<file path="src/rtl/core/lmtp_pkg.sv">
// shared types, constants and codes of the led matrix transition pixel core
package lmtp_pkg;

	// matrix geometry and field widths
	localparam int Width  = 32;
	localparam int Height = 8;
	localparam int Depth  = Width * Height;
	localparam int ColW   = 5;
	localparam int RowW   = 3;
	localparam int AddrW  = ColW + RowW;
	localparam int ChanW  = 8;
	localparam int PixW   = 3 * ChanW;
	localparam int ProgW  = 11;
	localparam int FacW   = 9;

	// unity scale factor, (c * 256) >> 8 == c
	localparam logic [FacW-1:0] FacFull = 9'd256;

	// register byte addresses, word index in bit 2
	localparam logic RegEffect = 1'b0;

	typedef enum logic [1:0] {
		ActLoadOut = 2'd0,
		ActLoadIn  = 2'd1,
		ActRender  = 2'd2,
		ActNone    = 2'd3
	} action_t;

	typedef enum logic [2:0] {
		EffFade    = 3'd0,
		EffWipe    = 3'd1,
		EffSlideL  = 3'd2,
		EffBlink   = 3'd3,
		EffSlideR  = 3'd4,
		EffCurtain = 3'd5,
		EffRipple  = 3'd6,
		EffXfade   = 3'd7
	} effect_t;

	// per pixel blend control handed from effect decode to blend
	typedef struct packed {
		logic [ColW-1:0] col;
		logic [RowW-1:0] row;
		logic            xfade;
		logic [FacW-1:0] fac;
	} render_ctl_t;

endpackage

</file>
<file path="src/rtl/core/lmtp_fx.sv">
// effect decode: source address and blend factor for one rendered pixel
module lmtp_fx (
	input  lmtp_pkg::effect_t           effect,
	input  logic [lmtp_pkg::ColW-1:0]   col,
	input  logic [lmtp_pkg::RowW-1:0]   row,
	input  logic [lmtp_pkg::ProgW-1:0]  progress,
	output lmtp_pkg::render_ctl_t       ctl,
	output logic [lmtp_pkg::AddrW-1:0]  rd_addr
);
	import lmtp_pkg::*;

	logic [9:0]  p10;
	logic        done;
	logic [4:0]  shift;
	logic [5:0]  sum_l;
	logic [15:0] wipe_prod;
	logic [17:0] dim_prod;
	logic [7:0]  dim;
	logic [12:0] blink5;
	logic [10:0] cur_diff;
	logic [4:0]  cur_t;
	logic [4:0]  cur_d;
	logic [13:0] x10;
	logic [13:0] base;
	logic [13:0] rx;
	logic [20:0] rp;
	logic [10:0] rq;
	logic [7:0]  rdim;

	// progress terms shared by the effects
	always_comb begin
		p10       = progress[9:0];
		done      = progress[10];
		shift     = p10[9:5];
		sum_l     = {1'b0, col} + {1'b0, shift};
		wipe_prod = {6'd0, p10} * 16'd33;
		dim_prod  = {8'd0, p10} * 18'd255;
		dim       = dim_prod[17:10];
		blink5    = {3'd0, p10} * 13'd5;
		cur_diff  = 11'd1024 - {1'b0, p10};
		cur_t     = cur_diff[10:6];
		cur_d     = col[4] ? {1'b0, col[3:0]} : 5'(Width / 2) - col;
		x10       = {4'd0, p10} * 14'd10;
		base      = (col[0] ^ row[0]) ? 14'd6656 : 14'd3584;
		rx        = x10 - base;
		rp        = {7'd0, rx} * 21'd85;
		rq        = rp[20:10];
		rdim      = (rq > 11'd255) ? 8'd255 : rq[7:0];
	end

	// per effect source and factor, black is a zero scale
	always_comb begin
		ctl.col   = col;
		ctl.row   = row;
		ctl.xfade = 1'b0;
		ctl.fac   = FacFull;
		rd_addr   = {row, col};
		case (effect)
			EffFade: begin
				ctl.fac = FacFull - {1'b0, dim};
			end
			EffWipe: begin
				if ({1'b0, col} < wipe_prod[15:10]) begin
					ctl.fac = '0;
				end
			end
			EffSlideL: begin
				rd_addr = {row, sum_l[4:0]};
				if (sum_l[5]) begin
					ctl.fac = '0;
				end
			end
			EffBlink: begin
				if (blink5[12] || blink5[10]) begin
					ctl.fac = '0;
				end
			end
			EffSlideR: begin
				rd_addr = {row, col - shift};
				if (col < shift) begin
					ctl.fac = '0;
				end
			end
			EffCurtain: begin
				if (cur_d >= cur_t) begin
					ctl.fac = '0;
				end
			end
			EffRipple: begin
				if (x10 > base) begin
					ctl.fac = FacFull - {1'b0, rdim};
				end
			end
			EffXfade: begin
				ctl.xfade = 1'b1;
				ctl.fac   = {1'b0, dim};
			end
			default: begin
				ctl.fac = '0;
			end
		endcase
		// complete transition renders black
		if (done) begin
			ctl.xfade = 1'b0;
			ctl.fac   = '0;
		end
	end

endmodule

</file>
<file path="config.mk">
export PLATFORM = sky130hd
export DESIGN_NAME = lmtp_fx
export DESIGN_NICKNAME = d
export VERILOG_FILES = /design/src/rtl/core/lmtp_pkg.sv /design/src/rtl/core/lmtp_fx.sv
export SDC_FILE = /design/constraint.sdc
export NUM_CORES = 1
export LEC_CHECK = 0
export BUFFER_PORTS_ARGS = -buffer_cell sky130_fd_sc_hd__buf_2
export CORE_ASPECT_RATIO = 0.7
export CORE_MARGIN = 2
export CORE_UTILIZATION = 66
export DETAILED_ROUTE_END_ITERATION = 7
export PLACE_DENSITY = 0.85
export SLEW_MARGIN = 15
export SYNTH_ARGS = -nofsm -noshare
export SYNTH_HDL_FRONTEND = slang
export SYNTH_SLANG_ARGS = --single-unit
</file>
<file path="constraint.sdc">
create_clock -name vclk -period 29
set_input_delay 5.8 -clock vclk [all_inputs]
set_output_delay 5.8 -clock vclk [all_outputs]
set_load 0.02 [all_outputs]
</file>
# Word level (Yosys, flattened, before mapping)

Index checks and enable logic that the tools add are counted.

Word-level logic and storage cells: 40
Flip-flop bits (word level): 0
Input port bits: 22

Multiply operators: 5
Equal/unequal tests: 7
Mux-type cells: 13
Add/sub/neg operators: 7
Bitwise gates (word level): 1
Reductions and logical operators: 2
Magnitude comparators: 5

Operators by type and width:

| kind                                                | number |
|---|---|
| case mux 9 bit (8 select lines)                     | 1 |
| 2-to-1 mux 9 bit                                    | 6 |
| multiplier 10 x 3 -> 13 bit, second input constant  | 2 |
| multiplier 14 x 7 -> 21 bit, second input constant  | 1 |
| multiplier 10 x 8 -> 18 bit, second input constant  | 1 |
| subtractor 9 x 8 -> 9 bit, first input constant     | 2 |
| multiplier 10 x 6 -> 16 bit, second input constant  | 1 |
| > comparator 14 x 13 -> 1 bit                       | 1 |
| subtractor 14 x 13 -> 14 bit                        | 1 |
| 2-to-1 mux 13 bit                                   | 1 |
| equality test 3 bit, second input constant          | 4 |
| > comparator 11 x 8 -> 1 bit, second input constant | 1 |
| subtractor 11 x 10 -> 11 bit, first input constant  | 1 |
| 2-to-1 mux 10 bit                                   | 1 |
| case mux 5 bit (2 select lines)                     | 1 |
| 2-to-1 mux 8 bit                                    | 1 |
| adder 5 x 5 -> 6 bit                                | 1 |
| equality test 3 x 2 -> 1 bit, second input constant | 2 |
| less-than comparator 5 x 6 -> 1 bit                 | 1 |
| >= comparator 5 bit                                 | 1 |
| less-than comparator 5 bit                          | 1 |
| 2-to-1 mux 5 bit                                    | 1 |
| subtractor 5 bit                                    | 1 |
| subtractor 5 bit, first input constant              | 1 |
| other kinds (5)                                     | 5 |

# Longest topological paths before layout

Gate-level depths: netlist of run 1.

Depth in word-level cells: 10
Gate-level depth with buffers: 34

# Worst setup path after synthesis of run 1

Ideal clock, no wire load.

Path type: in2out
Start: input progress[1] (netlist bit)
End: output ctl[8] (netlist bit)
Required time: 23.200 ns
Stages on the path: 31
Setup slack: 10.771 ns
Data arrival time: 12.429 ns
Cells stage by stage: ha_1 ha_1 inv_1 fa_1 nand2b_1 a21oi_1 a21oi_1 o21bai_1 xor2_1 inv_1 fa_1 inv_1 xnor2_1 inv_1 ha_1 inv_1 fa_1 inv_1 ha_1 ha_1 ha_1 and3_1 nand3_1 o311ai_0 nand3_1 nor3_1 and2_1 ha_1 nor3b_2 nand4_1 a211oi_1

RTL lines:

| item        | RTL line     | text |
|---|---|---|
| from (decl) | lmtp_fx.sv:6 | `input logic [lmtp_pkg::ProgW-1:0] progress,` |
| to (decl)   | lmtp_fx.sv:7 | `output lmtp_pkg::render_ctl_t ctl,` |

==> summary.md, run 1 <==
| Metric | Value |
|---|---|
| Status | `finished, final reports clean` |
| Worst Setup SP | `progress[3]` |
| Dpl hpwl | `12.92 mm` |
| Cells on Worst Hold Path | `0` |
| Port buffer count | `42` |
| CTS Hold Buffers Added | `0` |
| Period minus WS final | `19.32 ns` |
| Core ar. | `0.009035 sq mm` |
| DR iter-0 viols | `508` |
| Hold crit path type | `input port to primary output` |
| Cell Area, Synth | `0.006101 sq mm` |
| Crit-path max FO | `11` |
| Area leader, netlist | `ha_1` |
| FFs & Latches | `0` |
| Relative slew slack | `43.59%` |
| Post-CTS setup buffers | `0` |
| Area grow syn2layout | `3.425%` |
| Largest net degree at the start of global routing | `14` |
| CP endpoint kind | `primary output` |
| Post-Route Setup TNS | `0 ns` |
| Starting Density | `67.53%` |
| Die Ht | `84.44 um` |
| Routed length per instance | `16.83 um` |
| Routed wire length | `14.81 mm` |
| Placed cell areas | `0.006310 sq mm` |
| Number of global-route vias before repair | `5194` |
| GRT Overall Usage | `29.88%` |
| Worst hold endpoint | `ctl[11]` |
| Share of post-route cells with drive strength above 1 | `7.540%` |
| Via/cell ratio | `6.126` |
| Ports | `48` |
| Crit-path slowest cell | `xor2_1` |
| Worst path top cell family by delay | `adder cells` |
| Most frequent cells in the layout | `ha_1 (142), inv_1 (121), fa_1 (61)` |
| Cell mode on critical path | `ha_1` |
| Die ar. | `0.01004 sq mm` |
| Seq/Total Area, Yosys | `0%` |
| Initial antenna violation count | `0` |
| Setup slack after layout | `9.678 ns` |
| WS Path Type | `input port to primary output` |
| Setup violators final | `0` |
| Area share of the largest cell type after synthesis | `29.12%` |
| Commonest non-fill, non-tap cell in the layout | `ha_1` |
| Top post-synthesis cells by area | `ha_1 (29%), fa_1 (20%), inv_1 (7.4%), xnor2_1 (3.7%), nor2_1 (3.2%)` |
| Number of buffers and inverters on the critical path | `4` |
| Antenna cells | `0` |
| Clk_buf instances | `0` |
| Total gr overflow | `0` |
| Global-route wire length before repair | `24.83 mm` |
| Post-route DRC | `0` |
| Worst Max-Slew Pin Slew | `0.8397 ns` |
| Max Cap Viol | `0` |
| Final period utilization | `66.63%` |
| Die W | `118.9 um` |
| CTS resizes | `0` |
| Via count | `5391` |
| Syn Inst Count | `738` |
| Fmax | `0.05175 GHz` |
| CP required | `23.20 ns` |
| Hold Crit Start | `row[1]` |
| Synthesized Nets | `963` |
| Syn_area_per_cell | `8.267 sq um` |
| Count of pins over their slew limit | `0` |
| Design Area, Final | `0.006310 sq mm` |
| Synth unique cells | `73` |
| Final hold violation count | `0` |
| Register area | `0 sq um` |
| RSZ-0062 raised after global routing | `no` |
| Syn. warnings | `0` |
| Pre-antenna DRT Iters | `6` |
| Routability cong. | `0.9548` |
| Startpoint types | `input port` |
| DP Worst Slack | `9.850 ns` |
| Num rows | `29` |
| NumNets Final | `983` |
| DRT antenna net count | `0` |
| Critical Path AT | `13.52 ns` |
| Slowest cell delay on critical path | `0.57 ns` |
-- layout make-up --
| class | instances | area, sq um |
|---|---|---|
| Multi-Input combinational cell | 593 | 5490 |
| Fill cell | 707 | 2725 |
| Inverter | 121 | 454.2 |
| Timing Repair Buffer | 42 | 210.2 |
| Tap cell | 124 | 155.1 |
-- stage by stage --
| step | instances | util [%] | hold WS [ns] |
|---|---|---|---|
| floorplan | 738 | - | 11.71 |
| global placement | 880 | 69.84 | 11.60 |
| detailed placement | 880 | 69.84 | 11.60 |
| CTS | 880 | 69.84 | 11.60 |
| global route | 880 | 69.84 | 11.60 |
| finish | 880 | 69.84 | 11.60 |
-- synth_stat cells (all sizes together) (4+ instances only) --
library cell  instances
a21oi                36
xnor2                26
nor2b                 5
or3                   8
a21o                 13
nor2                 53
nor3b                 6
o21bai                4
ha                  142
nand3b                4
nor4                  9
clkbuf                7
inv                 121
and2                  9
o211a                 4
nor3                 16
nand4                 7
a211oi                8
nand2b               10
o21ai                29
o21a                  7
buf                  17
nand3                15
nand2                30
fa                   61
a221oi                5
o211ai                7
and3                  8
xor2                 21
-- how the worst max path moves through the flow --
stage               slack, ns  endpoint  cells after the start
floorplan               10.77    ctl[8]                     31
global placement        10.19    ctl[4]                     34
detailed placement       9.85    ctl[4]                     33
CTS                      9.81    ctl[4]                     33
global route             9.09    ctl[4]                     34
finish                   9.68    ctl[8]                     32
-- per-layer routing --
layer / global-route usage, % / up-vias / routed length, um
li1: - / 2590 / -
met1: 45.35 / 2545 / 6889
met2: 46.97 / 234 / 6307
met3: 3.804 / 22 / 1452
met4: 3.247 / 0 / 160
met5: 0 / - / 0
-- cell families (layout without fill, tap and decap cells) --
logic type | Yosys count | after routing | synth area share, %
XOR/XNOR | 47 | 47 | 6.747
AO/OA/AOI/OAI | 148 | 148 | 16.96
multiplexers | 5 | 5 | 0.8614
buffers and inverters | 145 | 163 | 10.01
adder cells (fa/ha/maj) | 203 | 203 | 49.14
AND/OR/NAND/NOR | 190 | 190 | 16.28
Power of run 1 is not shown: default switching activity piles up to over one toggle a cycle in this logic, so the estimate is an artifact.
==> run 2: changes to the inputs <==
Settings changed: CORE_UTILIZATION 66 to 59, PLACE_DENSITY 0.85 to 0.8.
Clock period 29 ns to 15.65 ns, I/O delays scaled along.
==> summary.md, run 2 (synthesis results as in run 1) <==
| Metric | Value |
|---|---|
| Hold crit path type | `input port to primary output` |
| CTS Hold Buffers Added | `0 (unchanged)` |
| Num rows | `31 (+6.9%)` |
| Crit-path max FO | `9 (-2)` |
| Period minus WS final | `13.96 ns` |
| Die Ht | `89.08 um (+5.5%)` |
| DR iter-0 viols | `356 (-30%)` |
| Clk_buf instances | `0 (unchanged)` |
| CP endpoint kind | `primary output` |
| Cell mode on critical path | `ha_1` |
| Post-Route Setup TNS | `0 ns (unchanged)` |
| Post-route DRC | `0 (unchanged)` |
| Filler cell count | `872 (+23%)` |
| Routability cong. | `0.9194 (-3.7%)` |
| Status | `finished, final reports clean` |
| Startpoint types | `input port` |
| Pre-antenna DRT Iters | `5 (-1)` |
| Worst Max-Slew Pin Slew | `0.8241 ns (-0.01558 ns)` |
| DP Cell Count | `888 (+0.91%)` |
| FFs & Latches | `0 (unchanged)` |
| Die ar. | `0.01118 sq mm (+11%)` |
| Total gr overflow | `0 (unchanged)` |
| Crit-path slowest cell | `fa_1` |
| Number of buffers and inverters on the critical path | `8 (+4)` |
| NumNets Final | `983 (unchanged)` |
| Dpl hpwl | `12.70 mm (-1.7%)` |
| Die W | `125.5 um (+5.6%)` |
| Setup slack after layout | `1.686 ns (-7.992 ns)` |
| Routed wire length | `14.60 mm (-1.4%)` |
| Global-route wire length before repair | `24.24 mm (-2.4%)` |
| Area grow syn2layout | `3.630%` |
| CTS resizes | `0 (unchanged)` |
| DP Worst Slack | `1.802 ns (-8.048 ns)` |
| Initial antenna violation count | `1 (+1)` |
| Port buffer count | `42 (unchanged)` |
| Commonest non-fill, non-tap cell in the layout | `ha_1` |
| Cell Count, Final, Fillers Out | `889 (+1.0%)` |
| Layout Utilization | `61.98% (-7.9 points)` |
| GRT Overall Usage | `26.31% (-3.6 points)` |
| DRT antenna net count | `0 (unchanged)` |
| Slowest cell delay on critical path | `0.52 ns (-0.05 ns)` |
| Largest net degree at the start of global routing | `14 (unchanged)` |
| Share of post-route cells with drive strength above 1 | `7.540% (unchanged)` |
| Register area | `0 sq um (unchanged)` |
| Via count | `5367 (-0.45%)` |
| Routed length per instance | `16.43 um (-2.4%)` |
| Via/cell ratio | `6.037 (-1.5%)` |
| CP required | `12.52 ns (-10.68 ns)` |
| Critical Path AT | `10.83 ns (-2.69 ns)` |
| Count of pins over their slew limit | `0 (unchanged)` |
| Most frequent cells in the layout | `ha_1 (142), inv_1 (121), fa_1 (61)` |
| Max Cap Viol | `0 (unchanged)` |
| Number of global-route vias before repair | `4996 (-3.8%)` |
| Final period utilization | `89.23%` |
| Setup violators final | `0 (unchanged)` |
| Post-CTS setup buffers | `0 (unchanged)` |
| Core ar. | `0.01020 sq mm (+13%)` |
| Relative slew slack | `44.29% (+0.70 points)` |
| Starting Density | `59.81% (-7.7 points)` |
| WS Path Type | `input port to primary output` |
| Footprint of the multi-input gates | `0.005490 sq mm (unchanged)` |
| Fmax | `0.07161 GHz` |
| Final hold violation count | `0 (unchanged)` |
| Ports | `48 (unchanged)` |
| Worst path top cell family by delay | `adder cells` |
| RSZ-0062 raised after global routing | `no` |
run 2: cell types whose count changed in the layout (fill, tap and decap cells not counted), sizes merged:
cell	change
diode	+1
run 2: worst paths after layout:
check	slack, ns	to	startpoint	cells past startpoint
min	6.26	ctl[12]	row[2]	0
max	1.69	ctl[8]	progress[3]	33
run 2: final cells by class:
cell class / count / area share [%]
Multi-Input combinational cell: 593 / 86.84
Tap cell: 132 / 2.612
Timing Repair Buffer: 42 / 3.325
Antenna cell: 1 / 0.03958
Inverter: 121 / 7.184
run 2: routing by layer:
layer  track usage (%)  vias to the layer above  routed length, um
li1                  -                     2594                  -
met1             40.60                     2588               7277
met2             41.08                      182               6200
met3             3.531                        3               1109
met4             1.616                        0                 15
met5                 0                        -                  0
run 2: through the flow:
stage	hold slack, ns	area [sq um]
CTS	6.260	6320
floorplan	6.373	6101
finish	6.260	6322
global placement	6.260	6320
detailed placement	6.260	6320
global route	6.260	6320
