--- src/rtl/core/lmtp_pkg.sv ---
// shared types, constants and codes of the led matrix transition pixel core
package lmtp_pkg;

	// matrix geometry and field widths
	localparam int Width  = 32;
	localparam int Height = 8;
	localparam int Depth  = Width * Height;
	localparam int ColW   = 5;
	localparam int RowW   = 3;
	localparam int AddrW  = ColW + RowW;
	localparam int ChanW  = 8;
	localparam int PixW   = 3 * ChanW;
	localparam int ProgW  = 11;
	localparam int FacW   = 9;

	// unity scale factor, (c * 256) >> 8 == c
	localparam logic [FacW-1:0] FacFull = 9'd256;

	// register byte addresses, word index in bit 2
	localparam logic RegEffect = 1'b0;

	typedef enum logic [1:0] {
		ActLoadOut = 2'd0,
		ActLoadIn  = 2'd1,
		ActRender  = 2'd2,
		ActNone    = 2'd3
	} action_t;

	typedef enum logic [2:0] {
		EffFade    = 3'd0,
		EffWipe    = 3'd1,
		EffSlideL  = 3'd2,
		EffBlink   = 3'd3,
		EffSlideR  = 3'd4,
		EffCurtain = 3'd5,
		EffRipple  = 3'd6,
		EffXfade   = 3'd7
	} effect_t;

	// per pixel blend control handed from effect decode to blend
	typedef struct packed {
		logic [ColW-1:0] col;
		logic [RowW-1:0] row;
		logic            xfade;
		logic [FacW-1:0] fac;
	} render_ctl_t;

endpackage

--- src/rtl/core/lmtp_blend.sv ---
// per channel scale or crossfade: multiply stage and final add
module lmtp_blend (
	input  logic                        clk,
	input  logic                        en,
	input  lmtp_pkg::render_ctl_t       ctl_in,
	input  logic [lmtp_pkg::PixW-1:0]   opix,
	input  logic [lmtp_pkg::PixW-1:0]   ipix,
	output lmtp_pkg::render_ctl_t       ctl_out,
	output logic [lmtp_pkg::PixW-1:0]   pix
);
	import lmtp_pkg::*;

	logic [ChanW-1:0] hi      [3];
	logic [ChanW-1:0] hi_s3   [3];
	logic [PixW-1:0]  opix_s3;
	render_ctl_t      ctl_s3;

	// one multiplier per channel: old * fac, or (new - old) * mix
	always_comb begin
		logic [8:0]  o9;
		logic [8:0]  a9;
		logic [15:0] a16;
		logic [15:0] prod;
		for (int ch = 0; ch < 3; ch++) begin
			o9   = {1'b0, opix[ch*ChanW +: ChanW]};
			a9   = ctl_in.xfade ? ({1'b0, ipix[ch*ChanW +: ChanW]} - o9) : o9;
			a16  = {{7{a9[8]}}, a9};
			prod = a16 * {7'd0, ctl_in.fac};
			hi[ch] = prod[15:8];
		end
	end

	// product register
	always_ff @(posedge clk) begin
		if (en) begin
			for (int ch = 0; ch < 3; ch++) begin
				hi_s3[ch] <= hi[ch];
			end
			opix_s3 <= opix;
			ctl_s3  <= ctl_in;
		end
	end

	// crossfade adds the floored signed step to the old channel
	always_comb begin
		for (int ch = 0; ch < 3; ch++) begin
			pix[ch*ChanW +: ChanW] = ctl_s3.xfade ?
				opix_s3[ch*ChanW +: ChanW] + hi_s3[ch] : hi_s3[ch];
		end
	end

	assign ctl_out = ctl_s3;

endmodule

--- config.mk ---
export PLATFORM = sky130hd
export DESIGN_NAME = lmtp_blend
export DESIGN_NICKNAME = d
export VERILOG_FILES = /design/src/rtl/core/lmtp_pkg.sv /design/src/rtl/core/lmtp_blend.sv
export SDC_FILE = /design/constraint.sdc
export NUM_CORES = 1
export LEC_CHECK = 0
export BUFFER_PORTS_ARGS = -buffer_cell sky130_fd_sc_hd__buf_2
export CORE_MARGIN = 3
export CORE_UTILIZATION = 63
export CTS_BUF_LIST = sky130_fd_sc_hd__clkbuf_4
export DETAILED_ROUTE_END_ITERATION = 7
export GPL_TIMING_DRIVEN = 0
export PLACE_DENSITY_LB_ADDON = 0.05
export SLEW_MARGIN = 0
export SYNTH_ARGS = -nofsm -noshare
export SYNTH_HDL_FRONTEND = slang
export SYNTH_SLANG_ARGS = --single-unit
--- constraint.sdc ---
create_clock -name clk -period 9.31 [get_ports clk]
set_input_delay 2.3275 -clock clk [delete_from_list [all_inputs] [get_ports clk]]
set_output_delay 2.3275 -clock clk [all_outputs]
set_load 0.01 [all_outputs]
# Yosys cells after proc, flatten, opt, wreduce, memory -nomap -nowiden
# Memory sizes are Yosys's and may differ from the RTL's.
# Cells that the tools add are included.
[word_totals]
reg_bits = 42
latch_bits = 0
ramBits = 24
mem_bits_ro = 0
input_bits = 68
out_inout_bits = 42
wordCells = 23
memories = 1
[memory_table]
columns = ["memory", "depth", "word_bits", "read_ports", "rd_clocked_by_memory_dff", "wr", "line", "text"]
rows = [
  ["hi_s3", 3, 8, 3, 0, 3, "lmtp_blend.sv:14", "logic [ChanW-1:0] hi_s3 [3];"],
]
[op_classes]
add_sub_neg = 6
n_mul = 3
div_mod_pow = 0
order_cmp = 0
eq_ne = 0
shifts = 0
n_mux = 8
n_bitwise = 0
reduce_logical = 0
[op_table]
columns = ["cell", "n"]
rows = [
  ["9-bit by 10-bit multiplier with 16-bit output", 3],
  ["9-bit 2-to-1 mux", 3],
  ["8-bit by 8-bit subtractor with 9-bit output", 3],
  ["8-bit adder", 3],
  ["8-bit 2-to-1 mux", 3],
  ["1-bit 2-to-1 mux", 2],
]

# Logic depth before layout (Yosys ltp)
# Gate-level depths: netlist of run 1.
[logic_depth]
depth_word = 3
ltp_mapped = 28
ltp_nobuf = 28

# Worst setup path after synthesis of run 1
# No wires, ideal clock.
[synth_path]
path_type = "input-to-reg"
start = "input port ipix[0] in the netlist's numbering"
end = "memory hi_s3[0][7] (data pin)"
setup_time_ns = 0.268
arrival_ns = 8.063
required_time_ns = 9.042
path_slack_ns = 0.980
cell_stages = 25
path_buffers = 0
cell_sequence = "inv_1 > ha_1 > fa_1 > nor2b_1 > o2111a_1 > nor2_1 > xor2_1 > nor2_1 > a21oi_1 > nand2b_1 > fa_1 > fa_1 > inv_1 > fa_1 > fa_1 > inv_1 > fa_1 > inv_1 > ha_1 > nand2_1 > a21oi_2 > o21a_2 > a311o_2 > o31a_1 > xnor3_1"
[synth_lines]
columns = ["item", "line", "text"]
rows = [
  ["from (decl)", "lmtp_blend.sv:7", "input logic [lmtp_pkg::PixW-1:0] ipix,"],
  ["to (decl)", "lmtp_blend.sv:14", ""],
]

==> results of run 1 <==
## cells in the mapped netlist (4+ instances only)
master    number
fa_1         153
o21a_1        14
clkbuf_1      28
nor2_1        51
nand2b_1      33
xnor2_1       43
xor2_1        19
a21o_1        14
or2_2          8
o41a_1         5
inv_1        228
and2_1        42
edfxtp_1      66
nand2_1       98
or3_1          4
ha_1         153
nor2b_1       80
o21ai_0       11
mux2i_1       10
nor3_1        16
a21oi_1       36
o21ai_1       12
mux2_2        18
## flip-flops by register name, summed over array words and instances (netlist names)
| name | cells |
|---|---|
| hi_s3 | 24 |
| opix_s3 | 24 |
| ctl_out | 18 |
## placed cells by master (no fill, tap or decap), types with 18 or more instances in the layout
cell and n:
inv_1 228, fa_1 153, ha_1 153, buf_2 108, nand2_1 98, nor2b_1 80
edfxtp_1 66, nor2_1 51, xnor2_1 43, and2_1 42, a21oi_1 36, nand2b_1 33
clkbuf_1 28, xor2_1 19, mux2_2 18
## worst max-delay path, cell delays in order
cell	delay, ns
buf_2	0.13
inv_1	0.07
ha_1	0.28
nor2b_1	0.13
o21a_1	0.18
o21a_1	0.20
o21a_1	0.18
or3_1	0.30
a31oi_1	0.77
nand2b_1	0.22
fa_1	0.45
fa_1	0.55
inv_1	0.05
fa_1	0.45
fa_1	0.50
inv_1	0.06
fa_1	0.50
inv_1	0.04
ha_1	0.32
o21a_1	0.13
o31ai_1	0.07
a211oi_1	0.41
o211ai_1	0.21
nand2_1	0.14
a21oi_1	0.09
xnor2_1	0.44
## area by class of cell
class / instances / share of cell area [%]
inverter: 229 / 6.87
sequential: 66 / 15.8
multi-input combinational: 873 / 68.2
timing repair buffer: 109 / 4.38
antenna: 2 / 0.0400
buffer: 30 / 0.960
clock buffer: 9 / 0.540
clock inverter: 7 / 0.930
tap: 225 / 2.25
## stage by stage
step	area, sq um	utilization, %	worst slack (ns)
after floorplan	11500	-	0.980
after global placement	12300	70.0	0.0179
after detailed placement	12300	70.0	-0.0937
after CTS	12500	71.1	0.409
after global routing	12500	71.1	0.00943
final	12500	71.1	0.329
## metal layers
layer | up-vias | global-route usage (%)
met5 | - | 0
met1 | 4128 | 37.9
li1 | 4062 | -
met4 | 0 | 7.04
met3 | 32 | 4.24
met2 | 269 | 43.5
## how the worst max path moves through the flow
stage,from,end,slack (ns),cells after the start
global route,opix[17],hi_s3[0][22],0.009,26
finish,opix[17],hi_s3[0][22],0.33,26
global placement,opix[17],hi_s3[0][23],0.02,26
floorplan,ipix[0],hi_s3[0][7],0.98,25
CTS,opix[17],hi_s3[0][23],0.41,26
detailed placement,opix[17],hi_s3[0][23],-0.09,26
## logic make-up after synthesis
family                     after synthesis  share of synthesized area, %
AOI/OAI and AO/OA                      119                          7.00
and+or+nand+nor                        356                          16.1
xor gates and xnor gates                64                          5.12
adders and majority gates              306                          43.3
DFF                                     66                          17.2
muxes                                   28                          2.64
buffers and inverters                  259                          8.53
## power by group
group	total, W	internal [W]	switching, W
Clock	0.000265	0.000136	0.000129
Sequential	0.000578	0.000528	0.0000500
Combinational	0.00293	0.00133	0.00160
==> results.sh, run 1 <==
export IMPL_synth_edf_count=66
export IMPL_synth_distinct_cells=58
export IMPL_wl_met3_um=1630
export IMPL_first_pass_iters=5
export IMPL_synth_seq_cells=66
export IMPL_critPathKind="input pin to flip-flop"
export IMPL_clock_sinks=66
export IMPL_synth_nets=1572
export IMPL_crit_fanout=9
export IMPL_drive_gt1_share_pct=11.9
export IMPL_cp_arrival_ns=9.18
export IMPL_fmax_mhz=111
export IMPL_fin_crit_sh_pct=96.5
export IMPL_area_growth_pct=8.86
export IMPL_synth_cells=1198
export IMPL_cp_required_ns=9.51
export IMPL_drc=0
export IMPL_postCtsHoldBufs=0
export IMPL_netlist_area_sq_mm=0.0115
export IMPL_ir_worst_vdd_uv=221
export IMPL_finalMaxSlewViolations=0
export IMPL_regArea_sq_mm=0.00198
export IMPL_hp_start="ctl_in[15]"
export IMPL_dieArea_sq_mm=0.0199
export IMPL_grt_pass1_wl_um=42200
export IMPL_die_w_um=141
export IMPL_cts_resized=0
export IMPL_groute_usage_overall_pct=26.8
export IMPL_hold_depth=1
export IMPL_layout_nets=1692
export IMPL_wl_um=25800
export IMPL_top_layer="met4"
export IMPL_powerDensity_mw_per_mm2=302
export IMPL_multi_input_area_sq_mm=0.00853
export IMPL_hold_slack_ns=2.04
export IMPL_synth_top_area_cell="fa_1"
export IMPL_p_total_w=0.00377
export IMPL_setup_viol=0
export IMPL_cts_tree="done"
export IMPL_status="completed"
export IMPL_grt_start_max_net_pins=67
export IMPL_hold_violations=0
export IMPL_cts_setup_buffers=0
export IMPL_ys_top_cells_by_area="fa_1 (27%), edfxtp_1 (17%), ha_1 (17%)"
export IMPL_min_path_type="input pin to flip-flop"
export IMPL_numCtsBuffers=9
export IMPL_yosysWarnings=0
export IMPL_dp_final_hpwl_um=20900
export IMPL_grt_overflow=0
export IMPL_hold_end="ctl_out[15]"
export IMPL_rsz0062_at_grt="no"
export IMPL_coreArea_sq_mm=0.0176
export IMPL_die_h_um=141
export IMPL_n_fill_cell=1441
export IMPL_routedLengthMet1_um=11900
export IMPL_end_kind="flip-flop"
export IMPL_cts_path_max_buffers=2
export IMPL_vias=8491
export IMPL_cts_root_buf="clkbuf_4"
export IMPL_ios=110
export IMPL_via_per_inst=5.48
export IMPL_detail_route_antenna_nets=0
export IMPL_leakagePower_nw=6.29
export IMPL_antenna_found_initial=1
export IMPL_io_buffers=109
export IMPL_yosysSeqAreaShare_pct=17.2
export IMPL_wire_per_inst_um=16.6
export IMPL_async_flop_share_pct=0
export IMPL_syn_avg_cell_area_sq_um=9.59
export IMPL_drt_initial_drc_count=473
export IMPL_synth_top_area_share_pct=26.7
export IMPL_min_period_ns=8.98
export IMPL_rows=48
export IMPL_dp_cells=1532
export IMPL_grt_pass1_vias=8519
export IMPL_cts_max_level=3
export IMPL_clk_pin_slew_worst_paths_ns=0.13
export IMPL_start_util_pct=65.3
export IMPL_tightest_slew_ns=1.00
export IMPL_finalSetupTns_ns=0
export IMPL_slew_headroom_pct=31.1
export IMPL_worst_setup_path_start_kind="input pin"
export IMPL_wl_met2_um=11800
export IMPL_cap_viol_max_count=0
export IMPL_synth_ff_type="edfxtp_1"
export IMPL_final_cells=1550
export IMPL_gp_congestion=0.871
(Power assumes the default switching activity.)
==> inputs of run 2 (changes only) <==
--- a/config.mk
+++ b/config.mk
@@ -5,6 +5,7 @@
 export SDC_FILE = /design/constraint.sdc
 export NUM_CORES = 1
 export LEC_CHECK = 0
+export ABC_AREA = 1
 export BUFFER_PORTS_ARGS = -buffer_cell sky130_fd_sc_hd__buf_2
 export CORE_MARGIN = 3
 export CORE_UTILIZATION = 63
==> results.sh, run 2 <==
export IMPL_dp_cells=1821
export IMPL_synth_nets=1857
export IMPL_synth_top_area_share_pct=25.9
export IMPL_crit_buf_inv=5
export IMPL_min_path_type="input pin to flip-flop"
export IMPL_leakagePower_nw=7.08
export IMPL_hold_violations=0
export IMPL_clk_pin_slew_worst_paths_ns=0.13
export IMPL_synth_distinct_cells=45
export IMPL_cts_setup_buffers=0
export IMPL_synth_seq_cells=66
export IMPL_dieArea_sq_mm=0.0205
export IMPL_final_common_cell="nand2_1"
export IMPL_grt_pass1_wl_um=48800
export IMPL_final_cells=1838
export IMPL_n_fill_cell=1572
export IMPL_yosysWarnings=0
export IMPL_synth_top_area_cell="fa_1"
export IMPL_via_per_inst=5.48
export IMPL_wire_per_inst_um=16.2
export IMPL_cts_path_max_buffers=2
export IMPL_cp_required_ns=9.47
export IMPL_dp_final_hpwl_um=24700
export IMPL_async_flop_share_pct=0
export IMPL_numCtsBuffers=9
export IMPL_drt_initial_drc_count=725
export IMPL_synth_common_cells="nand2_1 (328), inv_1 (321), nor2_1 (160)"
export IMPL_layout_nets=1977
export IMPL_critPathKind="input pin to flip-flop"
export IMPL_mostFrequentLayoutCells="nand2_1 (328), inv_1 (321), nor2_1 (160)"
export IMPL_netlist_area_sq_mm=0.0118
export IMPL_start_util_pct=65.1
export IMPL_tightest_slew_ns=0.949
export IMPL_drive_gt1_share_pct=10.1
export IMPL_wl_um=29800
export IMPL_synth_cells=1483
export IMPL_slowest_stage="fa_1"
export IMPL_rsz0062_at_grt="no"
export IMPL_fmax_mhz=122
export IMPL_ys_top_cells_by_area="fa_1 (26%), edfxtp_1 (17%), ha_1 (16%)"
export IMPL_fin_crit_sh_pct=87.9
export IMPL_crit_fanout=7
export IMPL_grt_overflow=0
export IMPL_synth_most_common_cell="nand2_1"
export IMPL_io_buffers=109
export IMPL_die_h_um=143
export IMPL_area_growth_pct=8.28
export IMPL_grt_pass1_vias=9903
export IMPL_synth_ff_type="edfxtp_1"
export IMPL_first_pass_iters=8
export IMPL_ios=110
export IMPL_die_w_um=143
export IMPL_worst_setup_path_start_kind="input pin"
export IMPL_coreArea_sq_mm=0.0182
export IMPL_powerDensity_mw_per_mm2=339
export IMPL_detail_route_antenna_nets=0
export IMPL_violations="design-rule violations"
export IMPL_clock_sinks=66
export IMPL_cp_arrival_ns=8.35
export IMPL_cap_viol_max_count=0
export IMPL_cts_tree="done"
export IMPL_hold_slack_ns=2.05
export IMPL_status="finished, violations left"
export IMPL_cts_max_level=3
export IMPL_max_stage_delay_ns=0.50
export IMPL_synth_edf_count=66
export IMPL_setup_viol=0
export IMPL_slew_headroom_pct=36.7
export IMPL_vias=10100
export IMPL_timing_final_ws_setup_ns=1.12
export IMPL_gp_congestion=0.913
export IMPL_path_delay_family="adder cells"
export IMPL_antenna_found_initial=1
export IMPL_cts_root_buf="clkbuf_4"
export IMPL_crit_top_cell="nand2_1"
export IMPL_finalMaxSlewViolations=0
export IMPL_groute_usage_overall_pct=30.5
export IMPL_drc=1
export IMPL_min_period_ns=8.19
export IMPL_pre_cts_slack_ns=0.784
export IMPL_grt_start_max_net_pins=67
export IMPL_p_total_w=0.00435
export IMPL_syn_avg_cell_area_sq_um=7.99
export IMPL_finalSetupTns_ns=0
export IMPL_end_kind="flip-flop"
export IMPL_cts_resized=0
export IMPL_postCtsHoldBufs=0
export IMPL_ir_worst_vdd_uv=336
export IMPL_rows=49
export IMPL_yosysSeqAreaShare_pct=16.7
==> run 2: metal layers <==
metal	up-vias	GRT usage, %	share of wire [%]	wire length, um
li1	4828	-	-	-
met1	4782	43.1	43	12900
met2	406	49.0	46	13600
met3	52	6.46	9.2	2730
met4	0	6.65	2.0	588
met5	-	0	0	0
==> run 2: final cells by class <==
cell class | instances | area, sq um | area share (%)
Multi-Input combinational cell | 1060 | 8510 | 66.3
Sequential cell | 66 | 1980 | 15.5
Inverter | 326 | 1220 | 9.54
Timing Repair Buffer | 109 | 548 | 4.27
Tap cell | 229 | 287 | 2.23
Buffer | 31 | 135 | 1.05
Clock inverter | 7 | 76.3 | 0.595
Clock buffer | 9 | 67.6 | 0.527
Antenna cell | 1 | 2.50 | 0.0195
==> run 2: worst paths after layout <==
check,from,end,cells past startpoint
setup / recovery,opix[16],hi_s3[0][22],27
hold / removal,ctl_in[16],ctl_out[16],1
==> run 2: cell families after synthesis <==
| group | share of synthesized area (%) |
|---|---|
| DFF | 16.7 |
| buffers and inverters | 11.5 |
| adders and majority gates | 42.0 |
| and+or+nand+nor | 20.1 |
| xor gates and xnor gates | 3.17 |
| AOI/OAI and AO/OA | 6.56 |
==> run 2: power breakdown <==
group | switching (W) | internal [W]
Sequential | 0.0000513 | 0.000537
Combinational | 0.00220 | 0.00136
Clock | 0.000116 | 0.0000833
==> run 2: through the flow <==
| stage | instance area [sq um] | utilization (%) |
|---|---|---|
| CTS | 12800 | 70.4 |
| floorplan | 11800 | - |
| finish | 12800 | 70.4 |
| detailed placement | 12700 | 69.6 |
| global route | 12800 | 70.4 |
| global placement | 12700 | 69.6 |
==> inputs of run 3 (changes only) <==
--- a/config.mk
+++ b/config.mk
@@ -8,11 +8,12 @@
 export ABC_AREA = 1
 export BUFFER_PORTS_ARGS = -buffer_cell sky130_fd_sc_hd__buf_2
 export CORE_MARGIN = 3
-export CORE_UTILIZATION = 63
+export CORE_UTILIZATION = 60
 export CTS_BUF_LIST = sky130_fd_sc_hd__clkbuf_4
 export DETAILED_ROUTE_END_ITERATION = 7
 export GPL_TIMING_DRIVEN = 0
 export PLACE_DENSITY_LB_ADDON = 0.05
+export SKIP_CTS_REPAIR_TIMING = 1
 export SLEW_MARGIN = 0
 export SYNTH_ARGS = -nofsm -noshare
 export SYNTH_HDL_FRONTEND = slang
==> results.sh, run 3 (synthesized netlist as in run 2, its figures left out) <==
export IMPL_numCtsBuffers=9
export IMPL_coreArea_sq_mm=0.0190
export IMPL_min_path_type="input pin to flip-flop"
export IMPL_hold_depth=1
export IMPL_timing_final_ws_setup_ns=1.16
export IMPL_cts_tree="done"
export IMPL_fmax_mhz=123
export IMPL_wl_um=30300
export IMPL_pre_cts_slack_ns=0.764
export IMPL_hold_end="ctl_out[12]"
export IMPL_clk_pin_slew_worst_paths_ns=0.12
export IMPL_cap_viol_max_count=0
export IMPL_clkPwrFrac_pct=4.0
export IMPL_p_total_w=0.00436
export IMPL_p_sw_share_pct=55.1
export IMPL_p_switching_w=0.00240
export IMPL_dpl_cell_area_sq_mm=0.0127
export IMPL_rsz0062_at_grt="no"
export IMPL_final_cells=1869
export IMPL_drt_initial_drc_count=783
export IMPL_seq_power_share_pct=13.4
export IMPL_groute_usage_overall_pct=29.0
export IMPL_dieArea_sq_mm=0.0215
export IMPL_end_kind="flip-flop"
export IMPL_design_area_sq_mm=0.0128
export IMPL_io_buffers=109
export IMPL_fin_crit_sh_pct=87.6
export IMPL_worst_setup_path_start_kind="input pin"
export IMPL_path_delay_family="adder cells"
export IMPL_hp_start="ctl_in[12]"
export IMPL_min_period_ns=8.15
export IMPL_rows=50
export IMPL_finalSetupTns_ns=0
export IMPL_cts_path_max_buffers=2
export IMPL_crit_top_cell="nand2_1"
export IMPL_mostFrequentLayoutCells="nand2_1 (328), inv_1 (321), nor2_1 (160)"
export IMPL_slowest_stage="fa_1"
export IMPL_dp_cells=1852
export IMPL_cp_arrival_ns=8.35
export IMPL_dp_final_hpwl_um=25100
export IMPL_clock_sinks=66
export IMPL_grt_pass1_vias=9987
export IMPL_combPwrFrac_pct=82.6
export IMPL_cp_required_ns=9.51
export IMPL_max_stage_delay_ns=0.50
export IMPL_final_common_cell="nand2_1"
export IMPL_vias=10000
export IMPL_ios=110
export IMPL_grt_overflow=0
export IMPL_tightest_slew_ns=1.01
export IMPL_cts_root_buf="clkbuf_4"
export IMPL_critPathKind="input pin to flip-flop"
export IMPL_detail_route_antenna_nets=0
export IMPL_die_w_um=147
export IMPL_wire_per_inst_um=16.2
export IMPL_antenna_found_initial=1
export IMPL_critical_path_startpoint="opix[16]"
export IMPL_powerDensity_mw_per_mm2=339
export IMPL_layout_nets=1977
export IMPL_status="completed"
export IMPL_via_per_inst=5.38
export IMPL_crit_buf_inv=6
export IMPL_area_growth_pct=8.35
export IMPL_finalMaxSlewViolations=0
export IMPL_drc=0
export IMPL_start_util_pct=62.3
export IMPL_grt_start_max_net_pins=67
export IMPL_hold_violations=0
export IMPL_die_h_um=147
export IMPL_gp_congestion=0.930
export IMPL_slew_headroom_pct=32.3
export IMPL_drive_gt1_share_pct=10.1
export IMPL_first_pass_iters=5
export IMPL_setup_viol=0
export IMPL_cts_max_level=3
export IMPL_grt_pass1_wl_um=49600
export IMPL_leakagePower_nw=7.07
export IMPL_p_int_w=0.00195
export IMPL_crit_fanout=7
export IMPL_ir_worst_vdd_uv=390
run 3: cell types whose count changed in the layout (fill, tap and decap cells not counted), sizes merged:
cell | before | now
clkbuf | 33 | 35
clkinvlp | 2 | 1
bufinv | 1 | 0
inv | 328 | 326
clkinv | 2 | 4
run 3: final cells by class:
type,instances,area (sq um)
diodes,1,2.50
plain buffers,31,135
clock buffers,11,82.6
clock inverters,5,31.3
fillers,1694,6180
inverters,326,1220
multi-input cells,1060,8510
flip-flops and latches,66,1980
well taps,260,325
repair buffers,109,548
run 3: routing by layer:
metal  vias to the layer above  track usage, %  routed length (um)
li1                       4841               -                   -
met3                        54            4.97                2530
met4                         0            7.20                 639
met5                         -               0                   0
met1                      4788            41.2               13400
met2                       364            46.6               13700
run 3: worst max path at each step:
stage               slack [ns]      endpoint  depth (start not counted)
floorplan                 1.58  hi_s3[0][23]                         31
global placement          0.82  hi_s3[0][23]                         29
detailed placement        0.76  hi_s3[0][23]                         31
CTS                       1.22  hi_s3[0][23]                         31
global route              0.85  hi_s3[0][23]                         29
finish                    1.16  hi_s3[0][23]                         31
run 3: power by group through the flow:
| stage | sequential [W] | combinational (W) | clock, W |
|---|---|---|---|
| after floorplan | 0.000573 | 0.00261 | 0 |
| after global placement | 0.000589 | 0.00345 | 0 |
| after detailed placement | 0.000592 | 0.00353 | 0 |
| after CTS | 0.000584 | 0.00357 | 0.000177 |
| after global routing | 0.000593 | 0.00413 | 0.000188 |
| final | 0.000584 | 0.00360 | 0.000175 |
run 3: metrics by stage:
stage | hold WS [ns] | utilization, %
after global routing | 2.05 | 67.5
after floorplan | 2.43 | -
final | 2.06 | 67.5
after global placement | 2.50 | 66.9
after detailed placement | 2.51 | 66.9
after CTS | 2.04 | 67.5
